==> src/sv/pes_pkg.sv <==
`default_nettype none

package pes_pkg;

    localparam int PIXEL_BITS      = 8;
    localparam int FIELD_BITS      = 12;
    localparam int THRESH_BITS     = 8;

    localparam int COORD_BITS_DEF  = 12;
    localparam int MAX_LEN_DEF     = 4096;

    typedef struct packed {
        logic [PIXEL_BITS-1:0] value;
        logic [FIELD_BITS-1:0] x;
        logic [FIELD_BITS-1:0] y;
        logic                  last;
    } pixel_t;

    typedef struct packed {
        logic                  found;
        logic [FIELD_BITS-1:0] x;
        logic [FIELD_BITS-1:0] y;
        logic [FIELD_BITS-1:0] index;
    } result_t;

endpackage

`default_nettype wire

==> src/sv/pes_in_stage.sv <==
`default_nettype none

module pes_in_stage
(
    input  wire              clk,
    input  wire              rst_n,
    input  wire              in_valid,
    output logic             in_ready,
    input  pes_pkg::pixel_t  in_pixel,
    input  wire              advance,
    output logic             stage_valid,
    output pes_pkg::pixel_t  stage_pixel
);

    logic            valid_reg;
    logic            valid_next;
    pes_pkg::pixel_t pixel_reg;

    // slot is free when empty or when its word moves on this cycle
    assign in_ready = !valid_reg || advance;

    always_comb
    begin
        valid_next = valid_reg;
        if (in_ready)
        begin
            valid_next = in_valid;
        end
    end

    always_ff @(posedge clk or negedge rst_n)
    begin
        if (!rst_n)
        begin
            valid_reg <= 1'b0;
        end
        else
        begin
            valid_reg <= valid_next;
        end
    end

    always_ff @(posedge clk)
    begin
        if (in_ready && in_valid)
        begin
            pixel_reg <= in_pixel;
        end
    end

    assign stage_valid = valid_reg;
    assign stage_pixel = pixel_reg;

endmodule

`default_nettype wire

==> src/sv/pes_search.sv <==
`default_nettype none

module pes_search
#(
    parameter int COORD_BITS      = pes_pkg::COORD_BITS_DEF,
    parameter int MAX_PROFILE_LEN = pes_pkg::MAX_LEN_DEF
)
(
    input  wire                               clk,
    input  wire                               rst_n,
    input  wire                               step,
    input  pes_pkg::pixel_t                   pixel,
    input  wire [pes_pkg::THRESH_BITS-1:0]    threshold,
    output pes_pkg::result_t                  result
);

    localparam int STORE_BITS = (COORD_BITS < pes_pkg::FIELD_BITS) ?
                                COORD_BITS : pes_pkg::FIELD_BITS;
    localparam int CNT_BITS   = $clog2(MAX_PROFILE_LEN + 1);
    localparam int PB         = pes_pkg::PIXEL_BITS;
    localparam int FB         = pes_pkg::FIELD_BITS;

    logic [CNT_BITS-1:0]   count_reg, count_next;
    logic [PB-1:0]         pix0_reg, pix1_reg;
    logic [PB-1:0]         grad0_reg, grad1_reg;
    logic [STORE_BITS-1:0] cx_reg [3];
    logic [STORE_BITS-1:0] cy_reg [3];
    logic                  best_valid_reg, best_valid_next;
    logic [PB-1:0]         best_grad_reg, best_grad_next;
    logic [STORE_BITS-1:0] best_x_reg, best_x_next;
    logic [STORE_BITS-1:0] best_y_reg, best_y_next;
    logic [FB-1:0]         best_pos_reg, best_pos_next;

    logic                  active;
    logic                  judge;
    logic [PB-1:0]         grad_new;
    logic [STORE_BITS-1:0] x_in, y_in;

    assign active = count_reg < CNT_BITS'(MAX_PROFILE_LEN);
    assign x_in   = pixel.x[STORE_BITS-1:0];
    assign y_in   = pixel.y[STORE_BITS-1:0];

    // gradient of the position just behind the new pixel, clamped at zero
    always_comb
    begin
        grad_new = '0;
        if (count_reg >= CNT_BITS'(2) && pixel.value > pix1_reg)
        begin
            grad_new = pixel.value - pix1_reg;
        end
    end

    // position count-3 is now known to be eligible; first strict maximum wins
    assign judge = active && count_reg >= CNT_BITS'(4) && grad1_reg > threshold &&
                   (!best_valid_reg || grad1_reg > best_grad_reg);

    always_comb
    begin
        best_valid_next = best_valid_reg;
        best_grad_next  = best_grad_reg;
        best_x_next     = best_x_reg;
        best_y_next     = best_y_reg;
        best_pos_next   = best_pos_reg;
        if (judge)
        begin
            best_valid_next = 1'b1;
            best_grad_next  = grad1_reg;
            best_x_next     = cx_reg[2];
            best_y_next     = cy_reg[2];
            best_pos_next   = FB'(count_reg - CNT_BITS'(3));
        end
    end

    always_comb
    begin
        result.found = best_valid_next;
        result.x     = best_valid_next ? FB'(best_x_next) : '0;
        result.y     = best_valid_next ? FB'(best_y_next) : '0;
        result.index = best_valid_next ? best_pos_next : '0;
    end

    always_comb
    begin
        count_next = count_reg;
        if (active)
        begin
            count_next = count_reg + CNT_BITS'(1);
        end
        if (pixel.last)
        begin
            count_next = '0;
        end
    end

    always_ff @(posedge clk or negedge rst_n)
    begin
        if (!rst_n)
        begin
            count_reg      <= '0;
            best_valid_reg <= 1'b0;
        end
        else if (step)
        begin
            count_reg      <= count_next;
            best_valid_reg <= best_valid_next && !pixel.last;
        end
    end

    always_ff @(posedge clk)
    begin
        if (step && active)
        begin
            grad1_reg <= grad0_reg;
            grad0_reg <= grad_new;
            pix1_reg  <= pix0_reg;
            pix0_reg  <= pixel.value;
            cx_reg[2] <= cx_reg[1];
            cx_reg[1] <= cx_reg[0];
            cx_reg[0] <= x_in;
            cy_reg[2] <= cy_reg[1];
            cy_reg[1] <= cy_reg[0];
            cy_reg[0] <= y_in;
        end
        if (step)
        begin
            best_grad_reg <= best_grad_next;
            best_x_reg    <= best_x_next;
            best_y_reg    <= best_y_next;
            best_pos_reg  <= best_pos_next;
        end
    end

endmodule

`default_nettype wire

==> src/sv/pes_out_stage.sv <==
`default_nettype none

module pes_out_stage
(
    input  wire               clk,
    input  wire               rst_n,
    input  wire               load,
    input  pes_pkg::result_t  load_result,
    output logic              free,
    output logic              out_valid,
    input  wire               out_ready,
    output pes_pkg::result_t  out_result
);

    logic             valid_reg;
    logic             valid_next;
    pes_pkg::result_t result_reg;

    assign free = !valid_reg || out_ready;

    always_comb
    begin
        valid_next = valid_reg;
        if (out_ready)
        begin
            valid_next = 1'b0;
        end
        if (load)
        begin
            valid_next = 1'b1;
        end
    end

    always_ff @(posedge clk or negedge rst_n)
    begin
        if (!rst_n)
        begin
            valid_reg <= 1'b0;
        end
        else
        begin
            valid_reg <= valid_next;
        end
    end

    always_ff @(posedge clk)
    begin
        if (load)
        begin
            result_reg <= load_result;
        end
    end

    assign out_valid  = valid_reg;
    assign out_result = result_reg;

endmodule

`default_nettype wire

==> src/sv/profile_edge_search.sv <==
// Edge search along one scan profile.
// Input channel (in_valid/in_ready): one pixel word per cycle when ready, with
// its value, image coordinates and last_pixel on the final pixel of the profile.
// Output channel (out_valid/out_ready): one word per profile, sent for the
// last pixel: edge_found and the coordinates and index of the first strongest
// gradient above the threshold, or all zero when no position qualifies.
// Config channel (cfg_valid/cfg_ready): writes gradient_threshold; always
// ready, write only while the block is idle.
// Path: a pixel is taken into the input register, and the result word is
// loaded into the output register as the last pixel leaves the input register.
// Throughput: one pixel per cycle while no last pixel waits for the output
// register; the input register feeds the gradient/compare logic.
// Stall: while the output register holds an untaken word, pixels keep
// flowing until a last pixel reaches the input register; it waits there and
// in_ready drops until out_ready frees the output register.
// Reset: clears the profile state, both handshake registers and sets the
// threshold to zero.
`default_nettype none

module profile_edge_search
#(
    parameter int COORD_BITS      = pes_pkg::COORD_BITS_DEF,
    parameter int MAX_PROFILE_LEN = pes_pkg::MAX_LEN_DEF
)
(
    input  wire                              clk,
    input  wire                              rst_n,
    input  wire                              in_valid,
    output logic                             in_ready,
    input  wire [pes_pkg::PIXEL_BITS-1:0]    pixel_value,
    input  wire [pes_pkg::FIELD_BITS-1:0]    pixel_x,
    input  wire [pes_pkg::FIELD_BITS-1:0]    pixel_y,
    input  wire                              last_pixel,
    output logic                             out_valid,
    input  wire                              out_ready,
    output logic                             edge_found,
    output logic [pes_pkg::FIELD_BITS-1:0]   edge_x,
    output logic [pes_pkg::FIELD_BITS-1:0]   edge_y,
    output logic [pes_pkg::FIELD_BITS-1:0]   edge_index,
    input  wire                              cfg_valid,
    output logic                             cfg_ready,
    input  wire [pes_pkg::THRESH_BITS-1:0]   gradient_threshold
);

    logic [pes_pkg::THRESH_BITS-1:0] thresh_reg;
    pes_pkg::pixel_t                 in_pixel;
    pes_pkg::pixel_t                 stage_pixel;
    logic                            stage_valid;
    logic                            advance;
    logic                            step;
    logic                            out_free;
    pes_pkg::result_t                search_result;
    pes_pkg::result_t                out_result;

    assign cfg_ready = 1'b1;

    always_ff @(posedge clk or negedge rst_n)
    begin
        if (!rst_n)
        begin
            thresh_reg <= '0;
        end
        else if (cfg_valid)
        begin
            thresh_reg <= gradient_threshold;
        end
    end

    assign in_pixel.value = pixel_value;
    assign in_pixel.x     = pixel_x;
    assign in_pixel.y     = pixel_y;
    assign in_pixel.last  = last_pixel;

    // only a last pixel needs room in the output register
    assign advance = !stage_pixel.last || out_free;
    assign step    = stage_valid && advance;

    pes_in_stage u_in_stage
    (
        .clk         (clk),
        .rst_n       (rst_n),
        .in_valid    (in_valid),
        .in_ready    (in_ready),
        .in_pixel    (in_pixel),
        .advance     (advance),
        .stage_valid (stage_valid),
        .stage_pixel (stage_pixel)
    );

    pes_search
    #(
        .COORD_BITS      (COORD_BITS),
        .MAX_PROFILE_LEN (MAX_PROFILE_LEN)
    )
    u_search
    (
        .clk       (clk),
        .rst_n     (rst_n),
        .step      (step),
        .pixel     (stage_pixel),
        .threshold (thresh_reg),
        .result    (search_result)
    );

    pes_out_stage u_out_stage
    (
        .clk         (clk),
        .rst_n       (rst_n),
        .load        (step && stage_pixel.last),
        .load_result (search_result),
        .free        (out_free),
        .out_valid   (out_valid),
        .out_ready   (out_ready),
        .out_result  (out_result)
    );

    assign edge_found = out_result.found;
    assign edge_x     = out_result.x;
    assign edge_y     = out_result.y;
    assign edge_index = out_result.index;

endmodule

`default_nettype wire

==> config.mk <==
export PLATFORM = sky130hd
export DESIGN_NAME = profile_edge_search
export DESIGN_NICKNAME = d
export VERILOG_FILES = /design/src/sv/pes_pkg.sv /design/src/sv/pes_in_stage.sv /design/src/sv/pes_search.sv /design/src/sv/pes_out_stage.sv /design/src/sv/profile_edge_search.sv
export SDC_FILE = /design/constraint.sdc
export NUM_CORES = 1
export LEC_CHECK = 0
export ABC_CLOCK_PERIOD_IN_PS = 6540
export BUFFER_PORTS_ARGS = -buffer_cell sky130_fd_sc_hd__buf_4
export CAP_MARGIN = 20
export CORE_AREA = 8 8 148 150
export DETAILED_ROUTE_END_ITERATION = 12
export DIE_AREA = 0 0 156 158
export MAX_ROUTING_LAYER = met4
export PLACE_DENSITY_LB_ADDON = 0.15
export SLEW_MARGIN = 20
export SYNTH_ARGS = -nofsm -noshare
export SYNTH_HDL_FRONTEND = slang
export SYNTH_SLANG_ARGS = --single-unit
==> constraint.sdc <==
create_clock -name clk -period 6.54 [get_ports clk]
set_input_delay 0.327 -clock clk [delete_from_list [all_inputs] [get_ports clk]]
set_output_delay 0.327 -clock clk [all_outputs]
set_load 0.05 [all_outputs]
==> summary.md <==
| Metric | Value |
|---|---|
| Io pins | 86 |
| Max reg flops | 37 |
| Max VDD drop | 0.242 mV |
| Power, Total | 4.10 mW |
| Compound-Gate Fraction of Synth Area | 8.54% |
| #FFs+latches synth | 242 |
| Required @ worst endpoint | 6.68 ns |
| Fin. Hold Viols | 0 |
| First-pass GRT wire length | 27100 um |
| Postcts setup bufs | 0 |
| Setup Viol. Count Final | 0 |
| Vias in the first global route | 5221 |
| Hold path cells | 2 |
| Largest family of logic cells by synthesized area | compound AO/OA/AOI/OAI gates |
| Max-slew violations | 0 |
| CP Class | flop to flop |
| XOR/XNOR Fraction of Synth Area | 1.37% |
| Leak | 4.39 nW |
| Max_cap viols | 0 |
| Fin crit period | 3.03 ns |
| Hold Path Class | primary input to flop |
| Mux contribution to synthesized area | 3.50% |
| Core ar. | 0.0197 mm^2 |
| First-pass iteration count of the detailed router | 4 |
| Fin Clk Skew | 0.00978 ns |
| Root buf cell | clkbuf_16 |
| Hpwl dp | 10700 um |
| Setup crit end kind | flop |
| Share of cells above drive strength 1 | 22.0% |
| CP max stage cell | nor2_1 |
| Clk Latency, worst-skew pair | 0.51 ns |
| Fill count | 1509 |
| Post-place setup slack | 3.15 ns |
| Bufs and invs on worst path | 0 |
| Hold Crit Start | in_valid |
| Die area | 0.0246 mm^2 |
| Total congestion overflow | 0 |
| Clk buf depth | 3 |
| Synthesis-to-layout area growth | 20.4% |
| Period utilization | 46.4% |
| Num Clock Sinks | 242 |
| Post-Place Cells | 912 |
| Post-Route Utilization | 58.6% |
| Initial Utilization | 48.7% |
| Post-layout nets | 777 |
| Crit path max fanout | 37 |
| Clk slew on worst S/H paths | 0.06 ns |
| GP Congestion | 0.834 |
| Crit-path cells | ha_1 -> o21ai_0 -> o21bai_2 -> mux2i_1 -> o21ai_2 -> nand2_8 -> nor2_1 |
| FMAX | 330 MHz |
| Post-synth top flop | edfxtp_1 |
| Number of synthesized flops with an enable pin | 218 |
| Most frequent cells in the layout | 218 x edfxtp_1, 87 x buf_4, 34 x dlygate4sd3_1, 33 x a21oi_1, 29 x inv_1 |
| Syn Area/Cell | 16.7 um^2 |
| Row Count | 52 |
| Post-synth top area cell | edfxtp_1 |
| Drt wl/cell | 17.0 um |
| Cells after Synth | 575 |
| Top-area cell type share of the netlist area | 68.2% |
| CP Launch Type | flop |
| Diode count | 0 |
| RR Endpoint | u_search.best_grad_reg[3] |
| Commonest non-fill, non-tap cell in the layout | edfxtp_1 |
| H-tree levels | 1 |
| Synth warn | 0 |
| Worst r2r src | u_search.grad1_reg[7] |
| Vias per inst | 5.07 |
| WP data arrival | 3.17 ns |
| Post-layout worst setup margin | 3.51 ns |
| Residual DRC count | 0 |
| Run status | finished clean |
| P per Cell Area | 355 mW/mm^2 |
| Post-synthesis sequential area ratio | 74.5% |
| Hold endpoint | u_in_stage.stage_valid |
| R2R setup slack | 3.51 ns |
| Actual slew at the worst max-slew pin | 1.09 ns |
| RSZ-0062 raised after global routing | false |
| Syn_nets | 648 |
| First DRT Iteration DRCs | 220 |
| Die extent in y | 158 um |
| Final WL | 16900 um |
| FF-to-FF path depth | 7 |
| Initial antenna violation count | 0 |
| Vias | 5030 |
| Netlist cell types | 56 |
| Adder and majority cell fraction of the synthesized area | 3.60% |
| Pin count of the biggest net entering global routing | 71 |
| I/O Buffers | 84 |
| Cell Area, Synth | 0.00959 mm^2 |
| Synth async-reset ratio | 9.92% |
| Overall Global Routing Usage | 14.2% |
| Final antenna-violating net count | 0 |
| Final Non-Filler Cells | 993 |
| Max-slew headroom | 27.0% |
| CTS tree | yes |
| Post-Synth Simple-Gate Area | 5.61% |
| Slowest stage delay, CP | 0.59 ns |
| Delay-heaviest family, CP | simple AND/OR/NAND/NOR gates |
| Setup TNS | 0 ns |
| CTS Buf Count | 26 |
| Synth area leaders | edfxtp_1 68%, dfrtp_1 6.3%, ha_1 3.4%, mux2_2 2.7%, a22o_1 2.5% |
| Die W | 156 um |
area by class of cell:
class                      instances  area, um^2  share of cell area [%]
tap                              270         338                    2.92
clock inverter                    10        46.3                   0.401
inverter                          30         113                   0.975
timing repair buffer             121         993                    8.60
multi-input combinational        283        2190                    19.0
clock buffer                      37         723                    6.26
sequential                       242        7150                    61.9
worst max-delay path by stage:
stage	slack [ns]	start	end	cells past startpoint
3_3_place_gp	3.28	u_search.grad1_reg[5]	u_search.best_grad_reg[1]	7
5_1_grt	3.28	u_search.grad1_reg[7]	u_search.best_grad_reg[0]	7
2_1_floorplan	0.33	u_out_stage.out_valid	u_search.count_reg[8]	6
4_1_cts	3.11	u_search.grad1_reg[7]	u_search.best_grad_reg[3]	7
3_5_place_dp	3.15	u_search.grad1_reg[7]	u_search.best_grad_reg[1]	7
6_report	3.51	u_search.grad1_reg[7]	u_search.best_grad_reg[3]	7
per-stage QoR:
| stage | hold slack (ns) | cell area (um^2) |
|---|---|---|
| global placement | 0.246 | 10400 |
| floorplan | 0.0314 | 9590 |
| CTS | 0.00438 | 11500 |
| global route | 0.0126 | 11600 |
| finish | 0.0206 | 11600 |
| detailed placement | 0.251 | 10400 |
metal layers:
metal | vias up | wire, um | global-route usage, % | share of wire [%]
li1 | 2464 | - | - | -
met1 | 2456 | 7370 | 17.0 | 44
met2 | 81 | 8460 | 24.4 | 50
met3 | 29 | 652 | 2.57 | 3.9
met4 | 0 | 374 | 4.16 | 2.2
met5 | - | 0 | - | 0
repair_timing:
| item | CTS | global route |
|---|---|---|
| endpoints found under the hold margin | 57 | 0 |
| hold buffers | 34 | 0 |
| gates resized for setup | 0 | 0 |
where the power goes:
group / internal [mW] / total [mW] / switching (mW) / leakage, nW
Clock: 0.764 / 1.31 / 0.547 / 0.374
Combinational: 0.301 / 0.770 / 0.469 / 1.59
Sequential: 1.94 / 2.02 / 0.0826 / 2.43
cell usage after synthesis, types with 8 or more instances:
cell type	count
dfrtp_1	24
mux2_2	23
edfxtp_1	218
xnor2_1	8
a21oi_1	33
ha_1	26
nand3_1	8
a22o_1	27
nor2_1	22
o2bb2ai_1	10
o21ai_0	15
nand4_1	11
inv_1	30
nand2_1	21
cell families (layout without fill, tap and decap cells):
kind of cell / Yosys count / after routing
compound gates: 111 / 111
mux: 30 / 30
flops: 242 / 242
buf+inv: 50 / 198
fa+ha+maj: 27 / 27
other cells: 1 / 1
xor+xnor: 15 / 15
simple gates: 99 / 99
(Power assumes the default switching activity.)
